### src/design/stg_pkg.sv
// shared types and constants for the square tone generator
// no dependencies
package stg_pkg;

  localparam int TONE_W   = 16;
  localparam int LEVEL_W  = 15;
  localparam int PHASE_W  = 16;
  localparam int SAMPLE_W = 16;
  localparam int CFG_ADDR_W = 2;

  localparam logic [CFG_ADDR_W-1:0] REG_NORMAL_LEVEL   = 2'd0;
  localparam logic [CFG_ADDR_W-1:0] REG_LOUD_LEVEL     = 2'd1;
  localparam logic [CFG_ADDR_W-1:0] REG_RAMP_INCREMENT = 2'd2;

  localparam logic [LEVEL_W-1:0] NORMAL_LEVEL_RST   = 15'd6000;
  localparam logic [LEVEL_W-1:0] LOUD_LEVEL_RST     = 15'd14000;
  localparam logic [LEVEL_W-1:0] RAMP_INCREMENT_RST = 15'd109;

  localparam int QUEUE_DEPTH = 4;
  localparam int QUEUE_PTR_W = 2;

  typedef struct packed {
    logic [PHASE_W-1:0] step;
    logic               tone_zero;
    logic               loud;
  } tick_t;

endpackage

### src/design/stg_front.sv
// front end: accepts ticks and works out the phase step, hz * 65536 / rate
// uses stg_pkg; three pipeline stages with reciprocal multiply and correction
module stg_front #(
  parameter int SAMPLE_RATE = 44100
) (
  input  logic                      clk,
  input  logic                      rst,
  input  logic                      in_valid,
  output logic                      in_ready,
  input  logic [stg_pkg::TONE_W-1:0] tone_hz,
  input  logic                      loud,
  output logic                      out_valid,
  input  logic                      out_ready,
  output stg_pkg::tick_t            out_tick
);
  import stg_pkg::*;

  localparam longint unsigned RECIP = 64'h1_0000_0000 / SAMPLE_RATE;
  localparam int RATE_W  = $clog2(SAMPLE_RATE + 1);
  localparam int RECIP_W = $clog2(RECIP + 1);
  localparam int REM_W   = RATE_W + 1;
  localparam int STEP_W  = RECIP_W + 1;
  localparam logic [RATE_W-1:0]  RATE_C  = RATE_W'(SAMPLE_RATE);
  localparam logic [RECIP_W-1:0] RECIP_C = RECIP_W'(RECIP);

  logic                      v1, v2, v3;
  logic                      adv1, adv2, adv3;
  logic [TONE_W-1:0]         hz1, hz2;
  logic                      loud1, loud2, loud3;
  logic [RECIP_W-1:0]        qe1, qe2;
  logic [REM_W-1:0]          prod2;
  logic [TONE_W+RECIP_W-1:0] prod1_full;
  logic [RECIP_W+RATE_W-1:0] prod2_full;
  logic [31:0]               num2;
  logic [REM_W-1:0]          rem2;
  logic [STEP_W-1:0]         step_full;
  logic [PHASE_W-1:0]        step3;
  logic                      zero3;

  assign adv3 = !v3 || out_ready;
  assign adv2 = !v2 || adv3;
  assign adv1 = !v1 || adv2;
  assign in_ready = adv1;

  assign prod1_full = tone_hz * RECIP_C;
  assign prod2_full = qe1 * RATE_C;
  assign num2       = {hz2, 16'b0};
  assign rem2       = num2[REM_W-1:0] - prod2;
  assign step_full  = {1'b0, qe2} + STEP_W'(rem2 >= REM_W'(RATE_C));

  always_ff @(posedge clk) begin
    if (rst) begin
      v1 <= 1'b0;
      v2 <= 1'b0;
      v3 <= 1'b0;
    end else begin
      if (adv1) v1 <= in_valid;
      if (adv2) v2 <= v1;
      if (adv3) v3 <= v2;
    end
  end

  always_ff @(posedge clk) begin
    if (adv1 && in_valid) begin
      hz1   <= tone_hz;
      loud1 <= loud;
      qe1   <= prod1_full[TONE_W +: RECIP_W];
    end
    if (adv2 && v1) begin
      hz2   <= hz1;
      loud2 <= loud1;
      qe2   <= qe1;
      prod2 <= prod2_full[REM_W-1:0];
    end
    if (adv3 && v2) begin
      step3 <= PHASE_W'(step_full);
      zero3 <= (hz2 == '0);
      loud3 <= loud2;
    end
  end

  assign out_valid          = v3;
  assign out_tick.step      = step3;
  assign out_tick.tone_zero = zero3;
  assign out_tick.loud      = loud3;

endmodule

### src/design/stg_queue.sv
// short queue between front and back so each side stalls on its own
// uses stg_pkg
module stg_queue (
  input  logic           clk,
  input  logic           rst,
  input  logic           in_valid,
  output logic           in_ready,
  input  stg_pkg::tick_t in_tick,
  output logic           out_valid,
  input  logic           out_ready,
  output stg_pkg::tick_t out_tick
);
  import stg_pkg::*;

  tick_t                entries [QUEUE_DEPTH];
  logic [QUEUE_PTR_W-1:0] wr_ptr, rd_ptr;
  logic [QUEUE_PTR_W:0]   count;
  logic                   push, pop;

  assign in_ready  = (count != (QUEUE_PTR_W+1)'(QUEUE_DEPTH));
  assign out_valid = (count != '0);
  assign push      = in_valid && in_ready;
  assign pop       = out_valid && out_ready;
  assign out_tick  = entries[rd_ptr];

  always_ff @(posedge clk) begin
    if (rst) begin
      wr_ptr <= '0;
      rd_ptr <= '0;
      count  <= '0;
    end else begin
      if (push) wr_ptr <= wr_ptr + 1'b1;
      if (pop) rd_ptr <= rd_ptr + 1'b1;
      if (push && !pop) begin
        count <= count + 1'b1;
      end else if (pop && !push) begin
        count <= count - 1'b1;
      end
    end
  end

  always_ff @(posedge clk) begin
    if (push) entries[wr_ptr] <= in_tick;
  end

endmodule

### src/design/stg_back.sv
// back end: level ramp, phase accumulator, sample output register
// uses stg_pkg; holds the configuration registers
module stg_back (
  input  logic                          clk,
  input  logic                          rst,
  input  logic                          cfg_we,
  input  logic [stg_pkg::CFG_ADDR_W-1:0] cfg_addr,
  input  logic [stg_pkg::LEVEL_W-1:0]    cfg_wdata,
  input  logic                          in_valid,
  output logic                          in_ready,
  input  stg_pkg::tick_t                in_tick,
  output logic                          out_valid,
  input  logic                          out_ready,
  output logic [stg_pkg::SAMPLE_W-1:0]   sample
);
  import stg_pkg::*;

  logic [LEVEL_W-1:0]  normal_level, loud_level, ramp_increment;
  logic [LEVEL_W-1:0]  level_now, level_next, target;
  logic [PHASE_W-1:0]  phase_acc, phase_next;
  logic [LEVEL_W:0]    level_sum;
  logic [LEVEL_W-1:0]  level_diff;
  logic [SAMPLE_W-1:0] mag;
  logic                take;

  assign take     = in_valid && (!out_valid || out_ready);
  assign in_ready = !out_valid || out_ready;

  always_comb begin
    if (in_tick.tone_zero) begin
      target = '0;
    end else if (in_tick.loud) begin
      target = loud_level;
    end else begin
      target = normal_level;
    end
    level_sum  = {1'b0, level_now} + {1'b0, ramp_increment};
    level_diff = level_now - target;
    if (level_now < target) begin
      level_next = (level_sum > {1'b0, target}) ? target : level_sum[LEVEL_W-1:0];
    end else if (level_now > target) begin
      level_next = (level_diff <= ramp_increment) ? target : level_now - ramp_increment;
    end else begin
      level_next = level_now;
    end
    phase_next = phase_acc + in_tick.step;
    mag        = {1'b0, level_next};
  end

  always_ff @(posedge clk) begin
    if (rst) begin
      normal_level   <= NORMAL_LEVEL_RST;
      loud_level     <= LOUD_LEVEL_RST;
      ramp_increment <= RAMP_INCREMENT_RST;
    end else if (cfg_we) begin
      case (cfg_addr)
        REG_NORMAL_LEVEL:   normal_level   <= cfg_wdata;
        REG_LOUD_LEVEL:     loud_level     <= cfg_wdata;
        REG_RAMP_INCREMENT: ramp_increment <= cfg_wdata;
        default: ;
      endcase
    end
  end

  always_ff @(posedge clk) begin
    if (rst) begin
      level_now <= '0;
      phase_acc <= '0;
      out_valid <= 1'b0;
    end else if (take) begin
      level_now <= level_next;
      phase_acc <= phase_next;
      out_valid <= 1'b1;
    end else if (out_ready) begin
      out_valid <= 1'b0;
    end
  end

  always_ff @(posedge clk) begin
    if (take) sample <= phase_next[PHASE_W-1] ? mag : -mag;
  end

endmodule

### src/design/square_tone_generator_with_ramp.sv
// top level of the square tone generator with amplitude ramp
// uses stg_pkg, stg_front, stg_queue, stg_back
//
// each input item on s_axis is one audio sample tick carrying the tone
// frequency in hz and a loud flag; each tick yields exactly one signed
// sample on m_axis, in order. a tone of 0 hz holds the phase and lets the
// level ramp down to silence.
// the front computes the phase step with a reciprocal multiply and a one
// step correction over three stages, a four entry queue follows, and the
// back updates level and phase and registers the sample.
// a tick passes the three front stages, the queue and the back end's sample
// register before its sample is valid. throughput: one tick per cycle while
// m_axis_tready stays high; the back end updates phase and level per tick.
// reset (rst, synchronous) clears phase and level, loads the default
// levels and empties the pipeline. when m_axis_tready is low the output
// holds, the queue and front stages fill, then s_axis_tready drops.
// configuration must be written through cfg_we/cfg_addr/cfg_wdata while idle; the block does not enforce this.
module square_tone_generator_with_ramp #(
  parameter int SAMPLE_RATE = 44100
) (
  input  logic                          clk,
  input  logic                          rst,
  input  logic                          cfg_we,
  input  logic [stg_pkg::CFG_ADDR_W-1:0] cfg_addr,
  input  logic [stg_pkg::LEVEL_W-1:0]    cfg_wdata,
  input  logic                          s_axis_tvalid,
  output logic                          s_axis_tready,
  input  logic [15:0]                   s_axis_tdata,   // tone_hz
  input  logic                          s_axis_tuser,   // loud
  output logic                          m_axis_tvalid,
  input  logic                          m_axis_tready,
  output logic [15:0]                   m_axis_tdata    // sample
);
  import stg_pkg::*;

  logic  front_valid, front_ready;
  tick_t front_tick;
  logic  queue_valid, queue_ready;
  tick_t queue_tick;

  stg_front #(
    .SAMPLE_RATE(SAMPLE_RATE)
  ) u_front (
    .clk       (clk),
    .rst       (rst),
    .in_valid  (s_axis_tvalid),
    .in_ready  (s_axis_tready),
    .tone_hz   (s_axis_tdata),
    .loud      (s_axis_tuser),
    .out_valid (front_valid),
    .out_ready (front_ready),
    .out_tick  (front_tick)
  );

  stg_queue u_queue (
    .clk       (clk),
    .rst       (rst),
    .in_valid  (front_valid),
    .in_ready  (front_ready),
    .in_tick   (front_tick),
    .out_valid (queue_valid),
    .out_ready (queue_ready),
    .out_tick  (queue_tick)
  );

  stg_back u_back (
    .clk       (clk),
    .rst       (rst),
    .cfg_we    (cfg_we),
    .cfg_addr  (cfg_addr),
    .cfg_wdata (cfg_wdata),
    .in_valid  (queue_valid),
    .in_ready  (queue_ready),
    .in_tick   (queue_tick),
    .out_valid (m_axis_tvalid),
    .out_ready (m_axis_tready),
    .sample    (m_axis_tdata)
  );

endmodule

### config.mk
export PLATFORM = sky130hd
export DESIGN_NAME = square_tone_generator_with_ramp
export DESIGN_NICKNAME = d
export VERILOG_FILES = /design/src/design/stg_pkg.sv /design/src/design/stg_front.sv /design/src/design/stg_queue.sv /design/src/design/stg_back.sv /design/src/design/square_tone_generator_with_ramp.sv
export SDC_FILE = /design/constraint.sdc
export NUM_CORES = 1
export LEC_CHECK = 0
export BUFFER_PORTS_ARGS = -buffer_cell sky130_fd_sc_hd__buf_4
export CAP_MARGIN = 20
export CORE_AREA = 5 5 208 210
export DETAILED_ROUTE_END_ITERATION = 10
export DIE_AREA = 0 0 213 215
export PLACE_DENSITY = 0.72
export SLEW_MARGIN = 10
export SYNTH_ARGS = -nofsm -noshare
export SYNTH_HDL_FRONTEND = slang
export SYNTH_SLANG_ARGS = --single-unit
### constraint.sdc
create_clock -name clk -period 7.84 [get_ports clk]
set_input_delay 2.352 -clock clk [delete_from_list [all_inputs] [get_ports clk]]
set_output_delay 2.352 -clock clk [all_outputs]
set_load 0.05 [all_outputs]
==> impl_metrics.yaml, run 1 <==
routing:
  postRouteAntennaNets: 0
  first_pass_iters: 5
  first_iter_violations: 809
  route.detailed.drc: 0
  wl_per_cell_um: 17.5
  wl_mm: 45.3
  vias: 14204
  viasPerCell: 5.47
logic_synthesis:
  ys_seq_area_frac: 0.358
  synth_edf_count: 183
  netlist_instances: 1926
  ys_ff_latch: 272
  ys.flop_type: "edfxtp_1"
  async_reset_ff_frac: 0
  avgSynthCellArea_um2: 10.5
  ys_types: 88
  ys_warn_count: 0
  synth_area_um2: 20300
  synth_top_cell_by_area: "edfxtp_1"
  synth_nets: 2343
  synth_top_area_frac: 0.270
  ys_top_cells_by_area: "edfxtp_1 27%, ha_1 16%, fa_1 12%"
sta:
  finalCritPeriodShare: 0.969
  fin_crit_ns: 7.59
  final_hold_viol_count: 0
  fmax_ghz: 0.132
  finalClockSkew_ns: 0.0214
  finalSetupViolCount: 0
  tightestPinTransition_ns: 1.03
  slew_headroom: 0.310
  finalMaxSlewViolations: 0
clock_tree:
  cts.sink_count: 272
  root_buffer: "clkbuf_16"
  cts_tree: "yes"
  insertion_delay_ns: 0.58
  cts_buffer_depth: 3
  cts.clk_slew.worst_paths_ns: 0.06
  cts_buffers: 29
  htree_levels: 1
place:
  dpl.hpwl_mm: 36.4
  port-buffer-count: 56
  dp_cells: 2537
  gp_congestion: 0.950
die:
  initial_core_util: 0.491
  die_h_um: 215
  coreArea_um2: 41400
  fp-row-count: 75
  die-width_um: 213
  io_pins: 57
  die-area_um2: 45800
setup_path:
  critPathMostFrequentCell: "fa_1"
  worstSetupStartpointType: "input port"
  cp.required_ns: 8.17
  slowest_stage: "fa_1"
  cp_max_fo: 2
  critPathKind: "input port to flip-flop"
  endpoint_kind: "flip-flop"
  cp.arrival_ns: 7.92
  crit_chain: "buf_4 -> fa_1 -> buf_4 -> fa_1 -> inv_1 -> fa_1 -> fa_1 -> fa_1 -> fa_1 -> inv_1 -> ha_1 -> a21o_1 -> a21o_1 -> a21oi_1 -> nor3b_1 -> a211oi_2 -> nor2_1 -> o2111ai_1 -> a21o_1 -> buf_4 -> xor2_1"
  slowest_delay_ns: 0.57
grt:
  grt_max_degree: 89
  track_usage: 0.199
  grt_use_met3: 0.0239
  met2_usage: 0.356
  gr-usage-met1: 0.243
  grt_pass1_wl_mm: 74.1
  antenna_found_initial: 0
  grt_pass1_vias: 14662
  grt-busiest-layer: "met2"
  grt-ovfl-total: 0
final_layout:
  fin_cells: 2596
  nNetsFinal: 2451
  drive_gt1_frac: 0.116
  synthToLayoutAreaGrowth_pct: 12.1
  antenna_cells_inserted: 0
run:
  max-cap-violations: 0
run_status:
  status: "finished clean"
min_path:
  hp-class: "flip-flop to flip-flop"
==> final timing paths <==
check,start,end,slack [ns],depth (start not counted)
worst min-delay path,u_front.hz1[10],u_front.hz2[10],0.42,0
worst max-delay path,s_axis_tdata[4],u_front.qe1[14],0.25,21
worst min register to register,u_front.hz1[10],u_front.hz2[10],0.42,0
worst max register to register,flip-flop,u_back.sample[10],0.48,32
==> registers in the layout, indices dropped and copies added (netlist names), 16 cells and up, named ones only <==
| name | flops |
|---|---|
| u_front.hz1 | 16 |
| u_front.hz2 | 16 |
| u_back.phase_acc | 16 |
| u_front.step3 | 16 |
| u_back.sample | 16 |
| u_front.qe2 | 16 |
| u_front.qe1 | 16 |
| u_queue.entries | 72 |
==> cells in the mapped netlist, drive strengths merged, types with 10 or more instances <==
library cell / count
fa: 121
a21oi: 130
or2: 12
o21a: 10
mux2i: 38
a31oi: 13
a211oi: 12
nor3: 29
dfxtp: 89
clkbuf: 34
nand3b: 23
inv: 272
o21bai: 14
a21o: 20
o21ai: 41
nor4: 10
mux4: 18
edfxtp: 183
nand3: 26
nor2b: 17
and3: 14
xor2: 32
nand2b: 12
buf: 16
ha: 257
nand4: 17
nand2: 173
xnor2: 83
nor2: 109
==> worst max-delay path, delay by kind of cell <==
kind / cells / cell delay, ns
AOI/OAI and AO/OA: 6 / 1.05
xor gates and xnor gates: 1 / 0.13
adders and majority gates: 7 / 3.39
buffers and inverters: 5 / 0.51
and+or+nand+nor: 2 / 0.50
==> cell type report <==
type,count,area [um2]
Fill cell,3488,18600
Multi-Input combinational cell,1331,11900
Sequential cell,272,7280
Inverter,273,1020
Timing Repair Buffer,127,957
Clock buffer,34,754
Tap cell,539,674
Clock inverter,20,205
==> logic make-up (layout without fill, tap and decap cells) <==
logic type      count (synthesis)  count (layout)  share of synthesized area
simple gates                  472             472                      0.111
buf+inv                       323             454                     0.0623
mux                            60              60                     0.0411
flops                         272             272                      0.358
xor+xnor                      115             115                     0.0499
compound gates                306             306                     0.0995
fa+ha+maj                     378             378                      0.277
==> layout by cell type (no fill, tap or decap), types with 30 or more instances in the layout <==
cell type,n
buf_4,126
o21ai_0,30
ha_1,257
edfxtp_1,183
a21oi_1,126
dfxtp_1,89
xor2_1,32
nand2_1,173
xnor2_1,82
inv_1,269
nor2_1,108
mux2i_1,36
fa_1,121
==> layer usage <==
layer | up-vias | share of wire
li1 | 6867 | -
met1 | 6940 | 0.40
met3 | 114 | 0.037
met2 | 283 | 0.52
met4 | 0 | 0.046
met5 | - | 0
==> metrics by stage <==
step	util	worst slack [ns]	hold slack (ns)	TNS [ns]	instance area, um2
floorplan	-	0.122	0.400	0	20300
global placement	0.524	-0.225	0.402	-0.502	21700
detailed placement	0.524	-0.329	0.405	-0.938	21700
CTS	0.547	0.0945	0.420	0	22700
global route	0.550	-0.0160	0.423	-0.0238	22800
finish	0.550	0.247	0.419	0	22800
==> timing repair <==
action	in CTS	in global routing
resized for setup	0	15
buffers inserted	0	5
hold buffers	0	0
setup endpoints to repair	0	13
Power of run 1 is left out: the tool's default activity adds up to more than one toggle a clock period on the data nets, which glitch-free logic cannot reach.
==> run 2: changes to the inputs <==
Settings changed: ABC_AREA set to 1, CORE_AREA 5 5 208 210 to 5 5 200 202, DIE_AREA 0 0 213 215 to 0 0 205 207, PLACE_DENSITY 0.72 to 0.79.
==> impl_metrics.yaml, run 2 <==
grt:
  grt_pass1_wl_mm: 80.3
  grt-ovfl-total: 0
  grt_pass1_vias: 15758
  antenna_found_initial: 0
  track_usage: 0.231
  grt_max_degree: 63
setup_path:
  slowest_delay_ns: 0.64
  slowest_stage: "fa_1"
  r2r_cells: 43
  worstSetupStartpointType: "input port"
  cp.required_ns: 8.19
  cp_max_fo: 4
  critPathKind: "input port to flip-flop"
  crit_chain: "buf_4 -> fa_1 -> inv_1 -> fa_1 -> fa_1 -> inv_1 -> fa_1 -> fa_1 -> fa_1 -> ha_1 -> nand2_1 -> nor2_1 -> inv_1 -> nor2_1 -> nor3_1 -> nand2_1 -> nand3_1 -> nand3_1 -> nand3_1 -> nand2_1 -> nand3_1 -> nand2_1 -> xor2_1"
  endpoint_kind: "flip-flop"
  cp.arrival_ns: 7.56
  critPathMostFrequentCell: "fa_1"
sta:
  finalSetupViolCount: 0
  tightestPinTransition_ns: 1.00
  rsz0062_at_grt: "false"
  setup_tns_ns: 0
  slew_headroom: 0.325
  final_hold_viol_count: 0
  fin_crit_ns: 7.21
  finalMaxSlewViolations: 0
  finalCritPeriodShare: 0.920
  finalClockSkew_ns: 0.0344
  fmax_ghz: 0.139
logic_synthesis:
  ys_top_cells_by_area: "edfxtp_1 26%, ha_1 15%, fa_1 12%"
  avgSynthCellArea_um2: 9.03
  ys.flop_type: "edfxtp_1"
  netlist_instances: 2327
  ys_seq_area_frac: 0.346
  synth.top_cells.by_count: "393 x inv_1, 329 x nand2_1, 257 x ha_1"
  ys_types: 62
  ys_ff_latch: 272
  synth_most_common_cell: "inv_1"
  synth_nets: 2744
  synth_area_um2: 21000
  synth_top_area_frac: 0.262
  async_reset_ff_frac: 0
  ys_warn_count: 0
  synth_top_cell_by_area: "edfxtp_1"
  synth_edf_count: 183
final_layout:
  drive_gt1_frac: 0.0839
  largest_reg_flops: 72
  regMostFlops: "u_queue.entries"
  multi_input_area_um2: 11900
  n_fill_cell: 3130
  antenna_cells_inserted: 0
  nNetsFinal: 2802
  synthToLayoutAreaGrowth_pct: 9.73
  final_cell_mix: "392 x inv_1, 329 x nand2_1, 257 x ha_1"
  final_common_cell: "inv_1"
  regArea_um2: 7280
place:
  dpl.hpwl_mm: 38.6
  gp_congestion: 0.956
  port-buffer-count: 56
routing:
  first_pass_iters: 6
  route.detailed.drc: 0
  vias: 15927
  wl_per_cell_um: 16.8
  first_iter_violations: 1284
  viasPerCell: 5.44
  postRouteAntennaNets: 0
  wl_mm: 49.3
clock_tree:
  cts_tree: "yes"
  root_buffer: "clkbuf_16"
  cts_hold_buf: 0
  htree_levels: 1
  cts_buffer_depth: 3
  cts.sink_count: 272
  cts.clk_slew.worst_paths_ns: 0.07
  insertion_delay_ns: 0.59
  cts_buffers: 30
die:
  die_h_um: 207
  die-width_um: 205
  coreArea_um2: 38100
  initial_core_util: 0.551
  die-area_um2: 42400
  fp-row-count: 72
  io_pins: 57
run:
  max-cap-violations: 0
run_status:
  status: "finished clean"
min_path:
  hp-class: "flip-flop to flip-flop"
  whs_path_depth: 0
-- run 2: cell types whose count changed in the layout (fill, tap and decap cells not counted), moves of 26 or more --
cell / before / now
mux2i_1: 36 / 0
xnor2_1: 82 / 39
inv_1: 269 / 392
nand3_1: 26 / 91
nor2_1: 108 / 196
xor2_1: 32 / 76
buf_4: 126 / 77
o21ai_0: 30 / 130
nand2_1: 173 / 329
a21oi_1: 126 / 152
-- run 2: stage by stage --
step	hold WS, ns	instance area [um2]	std cells	utilization	setup slack [ns]
after global routing	0.430	23100	2926	0.605	0.00994
after global placement	0.401	22000	2870	0.577	0.0783
final	0.423	23100	2926	0.605	0.629
after floorplan	0.400	21000	2327	-	0.537
after CTS	0.426	23000	2925	0.604	0.574
after detailed placement	0.409	22000	2870	0.577	0.0369
-- run 2: area by class of cell --
cell class                 instances  share of cell area
clock buffer                      32              0.0329
clock inverter                    23              0.0123
inverter                         411              0.0671
multi-input combinational       1592               0.518
sequential                       272               0.316
tap                              518              0.0281
timing repair buffer              78              0.0259
-- run 2: path summary, 6_finish.rpt --
check                   start                 to  slack, ns
max          s_axis_tdata[13]    u_front.qe1[13]       0.63
min           u_front.hz1[12]    u_front.hz2[12]       0.42
max reg2reg         flip-flop  u_back.sample[12]       0.64
min reg2reg   u_front.hz1[12]    u_front.hz2[12]       0.42
-- run 2: per-layer routing --
layer	GRT usage	vias up	wire, um
met1	0.328	7595	21600
met4	0.0624	0	1170
met5	0	-	0
met2	0.370	505	23000
met3	0.0377	71	3470
li1	-	7756	-
-- run 2: cells by family after synthesis --
family / Yosys count / share of synthesized area
AO/OA/AOI/OAI: 388 / 0.105
XOR/XNOR: 116 / 0.0487
buffers and inverters: 463 / 0.0862
AND/OR/NAND/NOR: 710 / 0.146
flip-flops: 272 / 0.346
adder cells (fa/ha/maj): 378 / 0.268
-- run 2: repair_timing --
action	4_1_cts	5_1_grt
resized for setup	0	2
setup endpoints to repair	0	8
buffers inserted	0	0
-- run 2: critical path: cells and delay by family --
| kind | cells | cell delay (ns) |
|---|---|---|
| fa+ha+maj | 7 | 3.67 |
| xor+xnor | 1 | 0.14 |
| buf+inv | 4 | 0.37 |
| simple gates | 11 | 1.03 |
Power of run 2 is left out for the same reason.
==> run 3: changes to the inputs <==
Settings changed: CORE_AREA 5 5 200 202 to 5 5 198 200, DIE_AREA 0 0 205 207 to 0 0 203 205, PLACE_DENSITY 0.79 to 0.8.
==> impl_metrics.yaml, run 3 (synthesis results as in run 2) <==
routing:
  postRouteAntennaNets: 0
  first_pass_iters: 8
  vias: 15872
  wl_mm: 49.7
  first_iter_violations: 1097
  route.detailed.drc: 0
  viasPerCell: 5.51
  wl_per_cell_um: 17.3
die:
  coreArea_um2: 37200
  die-width_um: 203
  die_h_um: 205
  fp-row-count: 71
  initial_core_util: 0.564
  io_pins: 57
  die-area_um2: 41600
clock_tree:
  insertion_delay_ns: 0.58
  cts_buffers: 29
  root_buffer: "clkbuf_16"
  cts_buffer_depth: 3
  cts_resized: 0
  post_cts_buffers: 0
  cts.clk_slew.worst_paths_ns: 0.06
  cts_hold_buf: 0
  cts.sink_count: 272
  htree_levels: 1
  cts_tree: "yes"
min_path:
  whs_path_depth: 0
  worstHoldEndpoint: "u_front.loud3"
  min_from: "u_front.loud2"
  hp-class: "flip-flop to flip-flop"
place:
  place_ws_ns: 0.0606
  port-buffer-count: 56
  dp_cells: 2825
  gp_congestion: 0.935
  dpl.hpwl_mm: 39.1
sta:
  finalWorstSetupSlack_ns: 0.575
  setup_tns_ns: 0
  rsz0062_at_grt: "false"
  fin_crit_ns: 7.26
  finalClockSkew_ns: 0.0310
  finalCritPeriodShare: 0.927
  final_hold_viol_count: 0
  slew_headroom: 0.325
  finalSetupViolCount: 0
  whs_ns: 0.411
  finalMaxSlewViolations: 0
  tightestPinTransition_ns: 1.01
  fmax_ghz: 0.138
setup_path:
  cp.required_ns: 8.15
  r2r_cells: 39
  worstSetupStartpointType: "input port"
  cp_max_fo: 4
  cp.buffers_inverters: 4
  crit_family: "adder cells"
  critPathKind: "input port to flip-flop"
  reg2reg_to: "u_back.sample[12]"
  cp.arrival_ns: 7.57
  slowest_delay_ns: 0.63
  r2r_slack_ns: 0.63
  crit_chain: "buf_4 -> fa_1 -> inv_1 -> fa_1 -> fa_1 -> inv_1 -> fa_1 -> fa_1 -> fa_1 -> ha_1 -> nand2_1 -> nor2_1 -> inv_1 -> nor2_1 -> nor3_1 -> nand2_1 -> nand3_1 -> nand3_1 -> nand3_1 -> nand2_1 -> nand3_1 -> nand2_1 -> xor2_1"
  critPathMostFrequentCell: "fa_1"
  endpoint_kind: "flip-flop"
  slowest_stage: "fa_1"
grt:
  grt_pass1_vias: 15967
  track_usage: 0.241
  grt_pass1_wl_mm: 81.4
  antenna_found_initial: 0
  grt_max_degree: 62
  grt-ovfl-total: 0
final_layout:
  synthToLayoutAreaGrowth_pct: 9.25
  regMostFlops: "u_queue.entries"
  final_cell_mix: "392 x inv_1, 329 x nand2_1, 257 x ha_1"
  fin_cells: 2880
  nNetsFinal: 2800
  final_common_cell: "inv_1"
  largest_reg_flops: 72
  antenna_cells_inserted: 0
  drive_gt1_frac: 0.0827
run:
  max-cap-violations: 0
run_status:
  status: "finished clean"
==> run 3: routing by layer <==
layer | track usage | wire (um)
met5 | 0 | 0
met4 | 0.0657 | 1260
met3 | 0.0274 | 2850
met2 | 0.410 | 23900
met1 | 0.331 | 21600
==> run 3: cell type report <==
cell class | instances | area, um2
Clock buffer | 35 | 758
Sequential cell | 272 | 7280
Tap cell | 474 | 593
Multi-Input combinational cell | 1592 | 11900
Inverter | 411 | 1550
Timing Repair Buffer | 77 | 591
Clock inverter | 19 | 249
Fill cell | 3001 | 14300
==> run 3: worst max path at each step <==
stage,start,to,slack [ns],cells after the start
floorplan,s_axis_tdata[4],u_front.qe1[13],0.54,24
global placement,s_axis_tdata[13],u_front.qe1[13],0.04,23
detailed placement,s_axis_tdata[13],u_front.qe1[13],0.06,23
CTS,s_axis_tdata[13],u_front.qe1[13],0.57,23
global route,flip-flop,u_back.sample[12],0.03,39
finish,s_axis_tdata[13],u_front.qe1[13],0.58,23
==> run 3: stage by stage <==
stage	utilization	cell area (um2)
2_1_floorplan	-	21000
3_3_place_gp	0.589	21900
3_5_place_dp	0.589	21900
4_1_cts	0.616	22900
5_1_grt	0.617	23000
6_report	0.617	23000
Power of run 3 is left out for the same reason.
